===== config.mk =====
export PLATFORM = sky130hd
export DESIGN_NAME = sync_length_xor_frame_receiver
export DESIGN_NICKNAME = d
export VERILOG_FILES = /design/src/slxfr_pkg.sv /design/src/sync_length_xor_frame_receiver.sv /design/src/slxfr_front.sv /design/src/slxfr_queue.sv /design/src/slxfr_back.sv
export VERILOG_INCLUDE_DIRS = /design/src /design/src/src
export SDC_FILE = /design/constraint.sdc
export NUM_CORES = 1
export LEC_CHECK = 0
export BUFFER_PORTS_ARGS = -buffer_cell sky130_fd_sc_hd__buf_2
export CAP_MARGIN = 20
export CORE_MARGIN = 8
export CORE_UTILIZATION = 55
export DETAILED_ROUTE_END_ITERATION = 12
export MAX_ROUTING_LAYER = met4
export PLACE_DENSITY = 0.76
export RECOVER_POWER = 25
export SLEW_MARGIN = 20
export SYNTH_ARGS = -nofsm -noshare
export SYNTH_HDL_FRONTEND = slang
export SYNTH_SLANG_ARGS = --single-unit

===== constraint.sdc =====
create_clock -name i_clk -period 4.7 [get_ports i_clk]
set_clock_uncertainty 0.2 [all_clocks]
set_input_delay 0.94 -clock i_clk [delete_from_list [all_inputs] [get_ports i_clk]]
set_output_delay 0.94 -clock i_clk [all_outputs]
set_load 0.05 [all_outputs]

===== src/sync_length_xor_frame_receiver_defines.svh =====
// Assertion macros for the sync/length/XOR frame receiver.
// Simulation builds check; synthesis builds see empty bodies.
`ifndef SYNC_LENGTH_XOR_FRAME_RECEIVER_DEFINES_SVH
`define SYNC_LENGTH_XOR_FRAME_RECEIVER_DEFINES_SVH

`ifndef SYNTHESIS
`define SLXFR_ASSERT_NOW(lbl, pre, post) \
    lbl: assert property (@(posedge i_clk) disable iff (!i_rst_n) (pre) |-> (post)) \
        else $error("slxfr: same-cycle check failed");
`define SLXFR_ASSERT_NEXT(lbl, pre, post) \
    lbl: assert property (@(posedge i_clk) disable iff (!i_rst_n) (pre) |=> (post)) \
        else $error("slxfr: next-cycle check failed");
`else
`define SLXFR_ASSERT_NOW(lbl, pre, post)
`define SLXFR_ASSERT_NEXT(lbl, pre, post)
`endif

`endif


===== src/slxfr_pkg.sv =====
// Shared widths, sync codes and the frame descriptor type for the
// sync/length/XOR frame receiver. No dependencies.
package slxfr_pkg;

    localparam int BYTE_W = 8;
    localparam int LEN_W  = 7;
    localparam int IDX_W  = 6;

    localparam logic [BYTE_W-1:0] SYNC_FIRST  = 8'h06;
    localparam logic [BYTE_W-1:0] SYNC_SECOND = 8'h85;

    typedef struct packed {
        logic [LEN_W-1:0] len;
    } t_frame_desc;

endpackage


===== src/sync_length_xor_frame_receiver.sv =====
// Sync/length framed byte receiver with XOR checksum, top level.
// Instantiates slxfr_front, slxfr_queue and slxfr_back; uses slxfr_pkg.
//
// Input channel: i_valid / o_stall carry one received byte (i_rx_byte).
// The front end hunts for 0x06, 0x85 and a length byte equal to the
// configured length, stores that many payload bytes and folds an XOR
// checksum seeded with the length. A matching checksum byte queues the
// frame; a mismatch drops it without output.
// Output channel: o_valid / i_stall carry one payload byte per item with
// its index and a last marker. Readout starts after the checksum byte is
// taken and its descriptor is popped by the idle back end, and then gives
// one byte per cycle while i_stall is low. Input bytes are taken one per
// cycle unless o_stall is high; a payload byte waits while an earlier frame
// is queued or still being read out of the payload store (one read port).
// A stalled output keeps its byte while the input side keeps parsing.
// Configuration: i_cfg_valid / o_cfg_ready write the expected length; any
// write aborts a frame in progress. Reset returns to the hunt with the
// length set to 1 and nothing pending.
module sync_length_xor_frame_receiver #(
    parameter int MAX_PAYLOAD = 64
) (
    input  logic                           i_clk,
    input  logic                           i_rst_n,
    input  logic                           i_valid,
    output logic                           o_stall,
    input  logic [slxfr_pkg::BYTE_W-1:0]   i_rx_byte,
    output logic                           o_valid,
    input  logic                           i_stall,
    output logic [slxfr_pkg::BYTE_W-1:0]   o_payload_byte,
    output logic [slxfr_pkg::IDX_W-1:0]    o_byte_index,
    output logic                           o_last_byte,
    input  logic                           i_cfg_valid,
    output logic                           o_cfg_ready,
    input  logic [slxfr_pkg::LEN_W-1:0]    i_expected_length
);
    import slxfr_pkg::*;

    localparam int AW    = (MAX_PAYLOAD > 1) ? $clog2(MAX_PAYLOAD) : 1;
    localparam int CNT_W = AW + 1;

    logic              push;
    t_frame_desc       push_desc;
    t_frame_desc       head_desc;
    logic              pop;
    logic              q_empty;
    logic              q_full;
    logic              back_busy;
    logic              wr_en;
    logic [AW-1:0]     wr_addr;
    logic [BYTE_W-1:0] wr_data;

    assign o_cfg_ready = 1'b1;

    slxfr_front #(
        .MAX_PAYLOAD (MAX_PAYLOAD),
        .AW          (AW),
        .CNT_W       (CNT_W)
    ) u_front (
        .i_clk       (i_clk),
        .i_rst_n     (i_rst_n),
        .i_valid     (i_valid),
        .o_stall     (o_stall),
        .i_rx_byte   (i_rx_byte),
        .i_cfg_valid (i_cfg_valid),
        .i_cfg_len   (i_expected_length),
        .i_q_empty   (q_empty),
        .i_q_full    (q_full),
        .i_back_busy (back_busy),
        .o_push      (push),
        .o_desc      (push_desc),
        .o_wr_en     (wr_en),
        .o_wr_addr   (wr_addr),
        .o_wr_data   (wr_data)
    );

    slxfr_queue u_queue (
        .i_clk   (i_clk),
        .i_rst_n (i_rst_n),
        .i_push  (push),
        .i_desc  (push_desc),
        .i_pop   (pop),
        .o_desc  (head_desc),
        .o_empty (q_empty),
        .o_full  (q_full)
    );

    slxfr_back #(
        .MAX_PAYLOAD (MAX_PAYLOAD),
        .AW          (AW),
        .CNT_W       (CNT_W)
    ) u_back (
        .i_clk          (i_clk),
        .i_rst_n        (i_rst_n),
        .i_wr_en        (wr_en),
        .i_wr_addr      (wr_addr),
        .i_wr_data      (wr_data),
        .i_desc         (head_desc),
        .i_q_empty      (q_empty),
        .o_pop          (pop),
        .o_busy         (back_busy),
        .o_valid        (o_valid),
        .i_stall        (i_stall),
        .o_payload_byte (o_payload_byte),
        .o_byte_index   (o_byte_index),
        .o_last_byte    (o_last_byte)
    );

endmodule


===== src/slxfr_front.sv =====
// Front end: sync hunt, length check, payload store writes and XOR checksum.
// Pushes a frame descriptor on a checksum match. Depends on slxfr_pkg.
module slxfr_front #(
    parameter int MAX_PAYLOAD = 64,
    parameter int AW          = 6,
    parameter int CNT_W       = 7
) (
    input  logic                           i_clk,
    input  logic                           i_rst_n,
    input  logic                           i_valid,
    output logic                           o_stall,
    input  logic [slxfr_pkg::BYTE_W-1:0]   i_rx_byte,
    input  logic                           i_cfg_valid,
    input  logic [slxfr_pkg::LEN_W-1:0]    i_cfg_len,
    input  logic                           i_q_empty,
    input  logic                           i_q_full,
    input  logic                           i_back_busy,
    output logic                           o_push,
    output slxfr_pkg::t_frame_desc         o_desc,
    output logic                           o_wr_en,
    output logic [AW-1:0]                  o_wr_addr,
    output logic [slxfr_pkg::BYTE_W-1:0]   o_wr_data
);
    import slxfr_pkg::*;

    localparam logic [2:0] PH_HUNT0 = 3'd0;
    localparam logic [2:0] PH_HUNT1 = 3'd1;
    localparam logic [2:0] PH_LEN   = 3'd2;
    localparam logic [2:0] PH_DATA  = 3'd3;
    localparam logic [2:0] PH_CHECK = 3'd4;

    logic [2:0]        r_phase, n_phase;
    logic [CNT_W-1:0]  r_cnt, n_cnt;
    logic [BYTE_W-1:0] r_csum, n_csum;
    logic [LEN_W-1:0]  r_exp_len;
    logic              in_acc;
    logic              len_ok;

    assign o_stall = ((r_phase == PH_DATA) && (!i_q_empty || i_back_busy)) ||
                     ((r_phase == PH_CHECK) && i_q_full);
    assign in_acc  = i_valid && !o_stall;
    assign len_ok  = (r_exp_len >= LEN_W'(1)) && (r_exp_len <= LEN_W'(MAX_PAYLOAD)) &&
                     (i_rx_byte == {1'b0, r_exp_len});

    assign o_wr_en   = in_acc && (r_phase == PH_DATA);
    assign o_wr_addr = r_cnt[AW-1:0];
    assign o_wr_data = i_rx_byte;
    assign o_push    = in_acc && (r_phase == PH_CHECK) && (i_rx_byte == r_csum);
    assign o_desc    = '{len: LEN_W'(r_cnt)};

    always_comb begin
        n_phase = r_phase;
        n_cnt   = r_cnt;
        n_csum  = r_csum;
        if (in_acc) begin
            unique case (r_phase)
                PH_HUNT0: begin
                    if (i_rx_byte == SYNC_FIRST) n_phase = PH_HUNT1;
                end
                PH_HUNT1: begin
                    if (i_rx_byte == SYNC_SECOND) n_phase = PH_LEN;
                    else if (i_rx_byte != SYNC_FIRST) n_phase = PH_HUNT0;
                end
                PH_LEN: begin
                    if (len_ok) begin
                        n_phase = PH_DATA;
                        n_csum  = i_rx_byte;
                        n_cnt   = '0;
                    end else begin
                        n_phase = PH_HUNT0;
                        n_csum  = '0;
                        n_cnt   = '0;
                    end
                end
                PH_DATA: begin
                    n_cnt  = r_cnt + CNT_W'(1);
                    n_csum = r_csum ^ i_rx_byte;
                    if ((LEN_W'(r_cnt) + LEN_W'(1)) >= r_exp_len) n_phase = PH_CHECK;
                end
                default: begin
                    n_phase = PH_HUNT0;
                    n_csum  = '0;
                    n_cnt   = '0;
                end
            endcase
        end
    end

    always_ff @(posedge i_clk) begin
        if (!i_rst_n) begin
            r_phase   <= PH_HUNT0;
            r_cnt     <= '0;
            r_csum    <= '0;
            r_exp_len <= LEN_W'(1);
        end else if (i_cfg_valid) begin
            r_exp_len <= i_cfg_len;
            r_phase   <= PH_HUNT0;
            r_cnt     <= '0;
            r_csum    <= '0;
        end else begin
            r_phase <= n_phase;
            r_cnt   <= n_cnt;
            r_csum  <= n_csum;
        end
    end

endmodule


===== src/slxfr_queue.sv =====
// Two-entry descriptor queue between front and back ends.
// Depends on slxfr_pkg.
module slxfr_queue (
    input  logic                   i_clk,
    input  logic                   i_rst_n,
    input  logic                   i_push,
    input  slxfr_pkg::t_frame_desc i_desc,
    input  logic                   i_pop,
    output slxfr_pkg::t_frame_desc o_desc,
    output logic                   o_empty,
    output logic                   o_full
);
    import slxfr_pkg::*;

    t_frame_desc r_entry [2];
    logic        r_wr_ptr;
    logic        r_rd_ptr;
    logic [1:0]  r_count;
    logic        do_push;
    logic        do_pop;

    assign o_empty = (r_count == 2'd0);
    assign o_full  = (r_count == 2'd2);
    assign do_push = i_push && !o_full;
    assign do_pop  = i_pop && !o_empty;
    assign o_desc  = r_entry[r_rd_ptr];

    always_ff @(posedge i_clk) begin
        if (do_push) r_entry[r_wr_ptr] <= i_desc;
    end

    always_ff @(posedge i_clk) begin
        if (!i_rst_n) begin
            r_wr_ptr <= 1'b0;
            r_rd_ptr <= 1'b0;
            r_count  <= 2'd0;
        end else begin
            if (do_push) r_wr_ptr <= ~r_wr_ptr;
            if (do_pop)  r_rd_ptr <= ~r_rd_ptr;
            r_count <= r_count + 2'(do_push) - 2'(do_pop);
        end
    end

endmodule


===== src/slxfr_back.sv =====
// Back end: payload store, readout sequencer and output register.
// Depends on slxfr_pkg and the assertion macro header.
`include "sync_length_xor_frame_receiver_defines.svh"
module slxfr_back #(
    parameter int MAX_PAYLOAD = 64,
    parameter int AW          = 6,
    parameter int CNT_W       = 7
) (
    input  logic                           i_clk,
    input  logic                           i_rst_n,
    input  logic                           i_wr_en,
    input  logic [AW-1:0]                  i_wr_addr,
    input  logic [slxfr_pkg::BYTE_W-1:0]   i_wr_data,
    input  slxfr_pkg::t_frame_desc         i_desc,
    input  logic                           i_q_empty,
    output logic                           o_pop,
    output logic                           o_busy,
    output logic                           o_valid,
    input  logic                           i_stall,
    output logic [slxfr_pkg::BYTE_W-1:0]   o_payload_byte,
    output logic [slxfr_pkg::IDX_W-1:0]    o_byte_index,
    output logic                           o_last_byte
);
    import slxfr_pkg::*;

    logic [BYTE_W-1:0] r_mem [MAX_PAYLOAD];
    logic              r_busy;
    logic [CNT_W-1:0]  r_cnt;
    logic [LEN_W-1:0]  r_len;
    logic              r_s1_valid;
    logic [BYTE_W-1:0] r_rd_data;
    logic [AW-1:0]     r_s1_idx;
    logic              r_s1_last;
    logic              r_out_valid;
    logic [BYTE_W-1:0] r_out_byte;
    logic [AW-1:0]     r_out_idx;
    logic              r_out_last;
    logic              out_load;
    logic              s1_move;
    logic              issue;
    logic              issue_last;

    assign out_load   = !r_out_valid || !i_stall;
    assign s1_move    = r_s1_valid && out_load;
    assign issue      = r_busy && (!r_s1_valid || out_load);
    assign issue_last = (LEN_W'(r_cnt) + LEN_W'(1)) == r_len;
    assign o_pop      = !r_busy && !i_q_empty;
    assign o_busy     = r_busy;

    assign o_valid        = r_out_valid;
    assign o_payload_byte = r_out_byte;
    assign o_byte_index   = IDX_W'(r_out_idx);
    assign o_last_byte    = r_out_last;

    always_ff @(posedge i_clk) begin
        if (i_wr_en) r_mem[i_wr_addr] <= i_wr_data;
    end

    always_ff @(posedge i_clk) begin
        if (issue) begin
            r_rd_data <= r_mem[r_cnt[AW-1:0]];
            r_s1_idx  <= r_cnt[AW-1:0];
            r_s1_last <= issue_last;
        end
        if (s1_move) begin
            r_out_byte <= r_rd_data;
            r_out_idx  <= r_s1_idx;
            r_out_last <= r_s1_last;
        end
    end

    always_ff @(posedge i_clk) begin
        if (!i_rst_n) begin
            r_busy      <= 1'b0;
            r_cnt       <= '0;
            r_len       <= '0;
            r_s1_valid  <= 1'b0;
            r_out_valid <= 1'b0;
        end else begin
            if (o_pop) begin
                r_busy <= 1'b1;
                r_cnt  <= '0;
                r_len  <= i_desc.len;
            end else if (issue) begin
                r_cnt <= r_cnt + CNT_W'(1);
                if (issue_last) r_busy <= 1'b0;
            end
            if (issue) r_s1_valid <= 1'b1;
            else if (s1_move) r_s1_valid <= 1'b0;
            if (s1_move) r_out_valid <= 1'b1;
            else if (out_load) r_out_valid <= 1'b0;
        end
    end

    `SLXFR_ASSERT_NOW(a_no_write_during_readout, i_wr_en, !r_busy)
    `SLXFR_ASSERT_NOW(a_read_in_range, r_busy, LEN_W'(r_cnt) < r_len)
    `SLXFR_ASSERT_NEXT(a_last_ends_readout, issue && issue_last, !r_busy)
    `SLXFR_ASSERT_NEXT(a_stalled_out_holds, r_out_valid && i_stall, r_out_valid)

endmodule


==> flow_summary.json <==
{
  "fin_tns_setup_ps": 0,
  "grtUsageMet2_pct": 34.25,
  "grt_pass1_vias": 12381,
  "yosysSeqAreaShare_pct": 73.79,
  "hpwlAfterDp_mm": 30.48,
  "antenna_found_initial": 2,
  "r2r_end": "u_back.r_rd_data[1]",
  "hp-class": "flip-flop to flip-flop",
  "worstPathMaxFanout": 38,
  "drc_errors": 0,
  "drv_cap": 3,
  "r2r_cells": 5,
  "layout-drive-gt1-share_pct": 19.93,
  "synthSimpleGateAreaFrac_pct": 4.947,
  "grt_setup_unrepaired": "no",
  "placedInstanceArea_um2": 24620,
  "grt_util_met3_pct": 4.364,
  "antenna_left": 0,
  "hp-start": "u_back.r_s1_idx[5]",
  "overflow": 0,
  "synth_edf_count": 556,
  "row_count": 76,
  "intPower_mw": 9.327,
  "core_um2": 42980,
  "slowest_delay_ps": 1740,
  "hold_viol": 0,
  "synthAdderAreaFrac_pct": 0.5765,
  "grt-busiest-layer": "met2",
  "critical_path.cell_chain": "mux4_2, nor2b_1, a2111oi_0, nor3_1, a22o_1",
  "wire_per_inst_um": 25.78,
  "post_cts_resized": 0,
  "die_area_um2": 50330,
  "cts_tree": "yes",
  "final_cell_area_um2": 26370,
  "cpMaxStageDelayCell": "dfxtp_1",
  "endpoint": "u_back.r_rd_data[1]",
  "avgSynthCellArea_um2": 18.64,
  "htreeDepth": 2,
  "drt_iter0_markers": 1458,
  "path_clk_slew_ps": 60,
  "synthCells": 1281,
  "die_y_um": 224.4,
  "switching_power_mw": 2.843,
  "port_buffers": 36,
  "ys_seq_elements": 602,
  "relSlewSlack_pct": -104.9,
  "leakagePower_nw": 8.110,
  "path_class": "flip-flop to flip-flop",
  "wl_mm": 50.32,
  "synth-xor-area-share_pct": 1.321,
  "nFillCells": 2932,
  "critPathBufInv": 0,
  "clock_latency_ps": 580,
  "p_clk_share_pct": 36.0,
  "ios": 38,
  "synthTopCellsByArea": "edfxtp_1, mux4_2, dfxtp_1, nor2_1, mux2i_1",
  "startpoint": "u_back.r_cnt[1]",
  "tightest_slew_ps": 3073,
  "cts.sinks": 602,
  "endpoint_kind": "flip-flop",
  "drt_pass1_iterations": 6,
  "synth_top_area_share_pct": 69.93,
  "start_util_pct": 55.55,
  "yosys.area.top_type": "edfxtp_1",
  "viasPerCell": 6.230,
  "grt_start_max_net_pins": 69,
  "dr_total_vias": 12161,
  "cp.required_ps": 4820,
  "synth_area_um2": 23880,
  "ys_types": 59,
  "power_density_nw_per_um2": 461.5,
  "finalMaxSlewViolations": 158,
  "synth.area.mux_share_pct": 13.12,
  "fin_crit_sh_pct": 87.13,
  "async_reset_ff_share_pct": 0,
  "use_met1_pct": 25.93,
  "startpoint_type": "flip-flop",
  "status": "complete, but fails checks",
  "critPathTopFamily": "flip-flops",
  "synthFlopType": "edfxtp_1",
  "cts_max_path_buffers": 3,
  "setup_viol": 0,
  "clockRootBuffer": "clkbuf_16",
  "syn_to_final_growth_pct": 10.44,
  "ir_drop_uv": 319.2,
  "p_seq_share_pct": 50.3,
  "worstSetupPathDepth": 5,
  "failed_checks": "max-capacitance violations, max-slew violations",
  "pwr-share-comb_pct": 13.6,
  "worst_ep_arrival_time_ps": 4220,
  "final_nets": 1353,
  "cts_hold_buf": 0,
  "max_freq_mhz": 244.2,
  "r2r_slack_ps": 610,
  "cts_made_buffers": 55,
  "ys_warn_count": 0,
  "grt_usage_pct": 20.77,
  "finalWorstPathRequiredPeriod_ps": 4095,
  "swShare_pct": 23.36,
  "syn_nets": 1312,
  "postCtsSetupRepairBufs": 0,
  "r2r_start": "u_back.r_cnt[1]",
  "die_w_um": 224.4,
  "place.gp.congestion": 0.8525,
  "synth_compound_area_share_pct": 4.454,
  "synth_top_family_by_area": "multiplexers",
  "grt_pass1_wl_mm": 76.34
}
-- registers in the layout, summed over array words and instances, names as in the netlist, 2 cells and up --
name and flops:
u_back.o_byte_index 6, u_back.o_payload_byte 8, u_back.r_cnt 7, u_back.r_len 7
u_back.r_mem 512, u_back.r_rd_data 8, u_back.r_s1_idx 6, u_front.o_desc 7
u_front.r_csum 8, u_front.r_exp_len 7, u_front.r_phase 3, u_queue.r_count 2
u_queue.r_entry 14
-- placed cells by master (no fill, tap or decap), types with 19 or more instances in the layout --
cell	instances
o21ai_0	21
dfxtp_1	45
nand3_1	25
nor2_1	113
mux2i_1	25
nand2_1	30
clkbuf_1	22
o22ai_1	19
edfxtp_1	556
buf_2	27
clkbuf_16	57
xnor2_1	19
mux4_2	128
nor2b_1	19
-- cells in the mapped netlist, types with 13 or more instances --
library cell    n
nor2_1        114
mux4_2        128
edfxtp_1      556
a21oi_1        15
nand3_1        25
nor2b_1        19
clkbuf_1       27
xor2_1         17
xnor2_1        19
inv_1          18
o221ai_1       13
o22ai_1        19
buf_2          15
nand2_1        30
o21ai_0        21
dfxtp_1        46
mux2i_1        25
buf_1          14
-- worst reg2reg max path, delay by kind of cell (launching register included) --
| kind | cells | cell delay, ps |
|---|---|---|
| and+or+nand+nor | 2 | 390 |
| DFF | 1 | 1740 |
| muxes | 1 | 510 |
| AOI/OAI and AO/OA | 2 | 990 |
-- routing by layer --
layer | part of all wire [%] | vias to the layer above | wire length (um)
met4 | 2.6 | 0 | 1320
met5 | 0 | - | 0
li1 | - | 5271 | -
met1 | 38 | 6191 | 18880
met3 | 8.6 | 93 | 4346
met2 | 51 | 606 | 25770
-- cell families after synthesis --
logic type / count (synthesis)
compound gates: 146
xor+xnor: 36
flops: 602
buf+inv: 89
fa+ha+maj: 11
mux: 153
simple gates: 243
other cells: 1
-- how the worst min path moves through the flow --
stage                     slack (ps)  depth (start not counted)                       end
final                            220                          0    u_back.o_byte_index[5]
after global placement           200                          0  u_back.o_payload_byte[3]
after floorplan                  200                          0    u_back.o_byte_index[0]
after detailed placement         200                          0    u_back.o_byte_index[5]
after CTS                        210                          0    u_back.o_byte_index[5]
after global routing             230                          0  u_back.o_payload_byte[0]
-- power by group through the flow --
stage | logic, mW | registers [mW] | clock network (mW)
6_report | 1.66 | 6.13 | 4.38
5_1_grt | 1.77 | 6.15 | 4.65
4_1_cts | 1.68 | 6.13 | 4.44
3_5_place_dp | 1.67 | 6.25 | 0
3_3_place_gp | 1.65 | 6.24 | 0
2_1_floorplan | 1.31 | 6.20 | 0
-- cell type report --
| type | count | area (um2) | share of cell area [%] |
|---|---|---|---|
| antenna | 2 | 5.005 | 0.01898 |
| clock buffer | 67 | 1464 | 5.552 |
| clock inverter | 33 | 309.0 | 1.172 |
| inverter | 20 | 75.07 | 0.2847 |
| multi-input combinational | 590 | 5841 | 22.15 |
| sequential | 602 | 17620 | 66.82 |
| tap | 585 | 732.0 | 2.776 |
| timing repair buffer | 53 | 322.8 | 1.224 |
-- stage by stage --
step	instances	worst slack, ps	utilization, %	hold WS, ps	power, mW
floorplan	1281	1806	-	200.3	7.507
global placement	1850	1151	57.27	200.5	7.883
detailed placement	1850	1041	57.27	204.5	7.918
CTS	1950	1228	61.40	214.7	12.25
global route	1952	515.0	61.35	227.9	12.57
finish	1952	605.0	61.35	216.9	12.17
(Power assumes the default switching activity.)
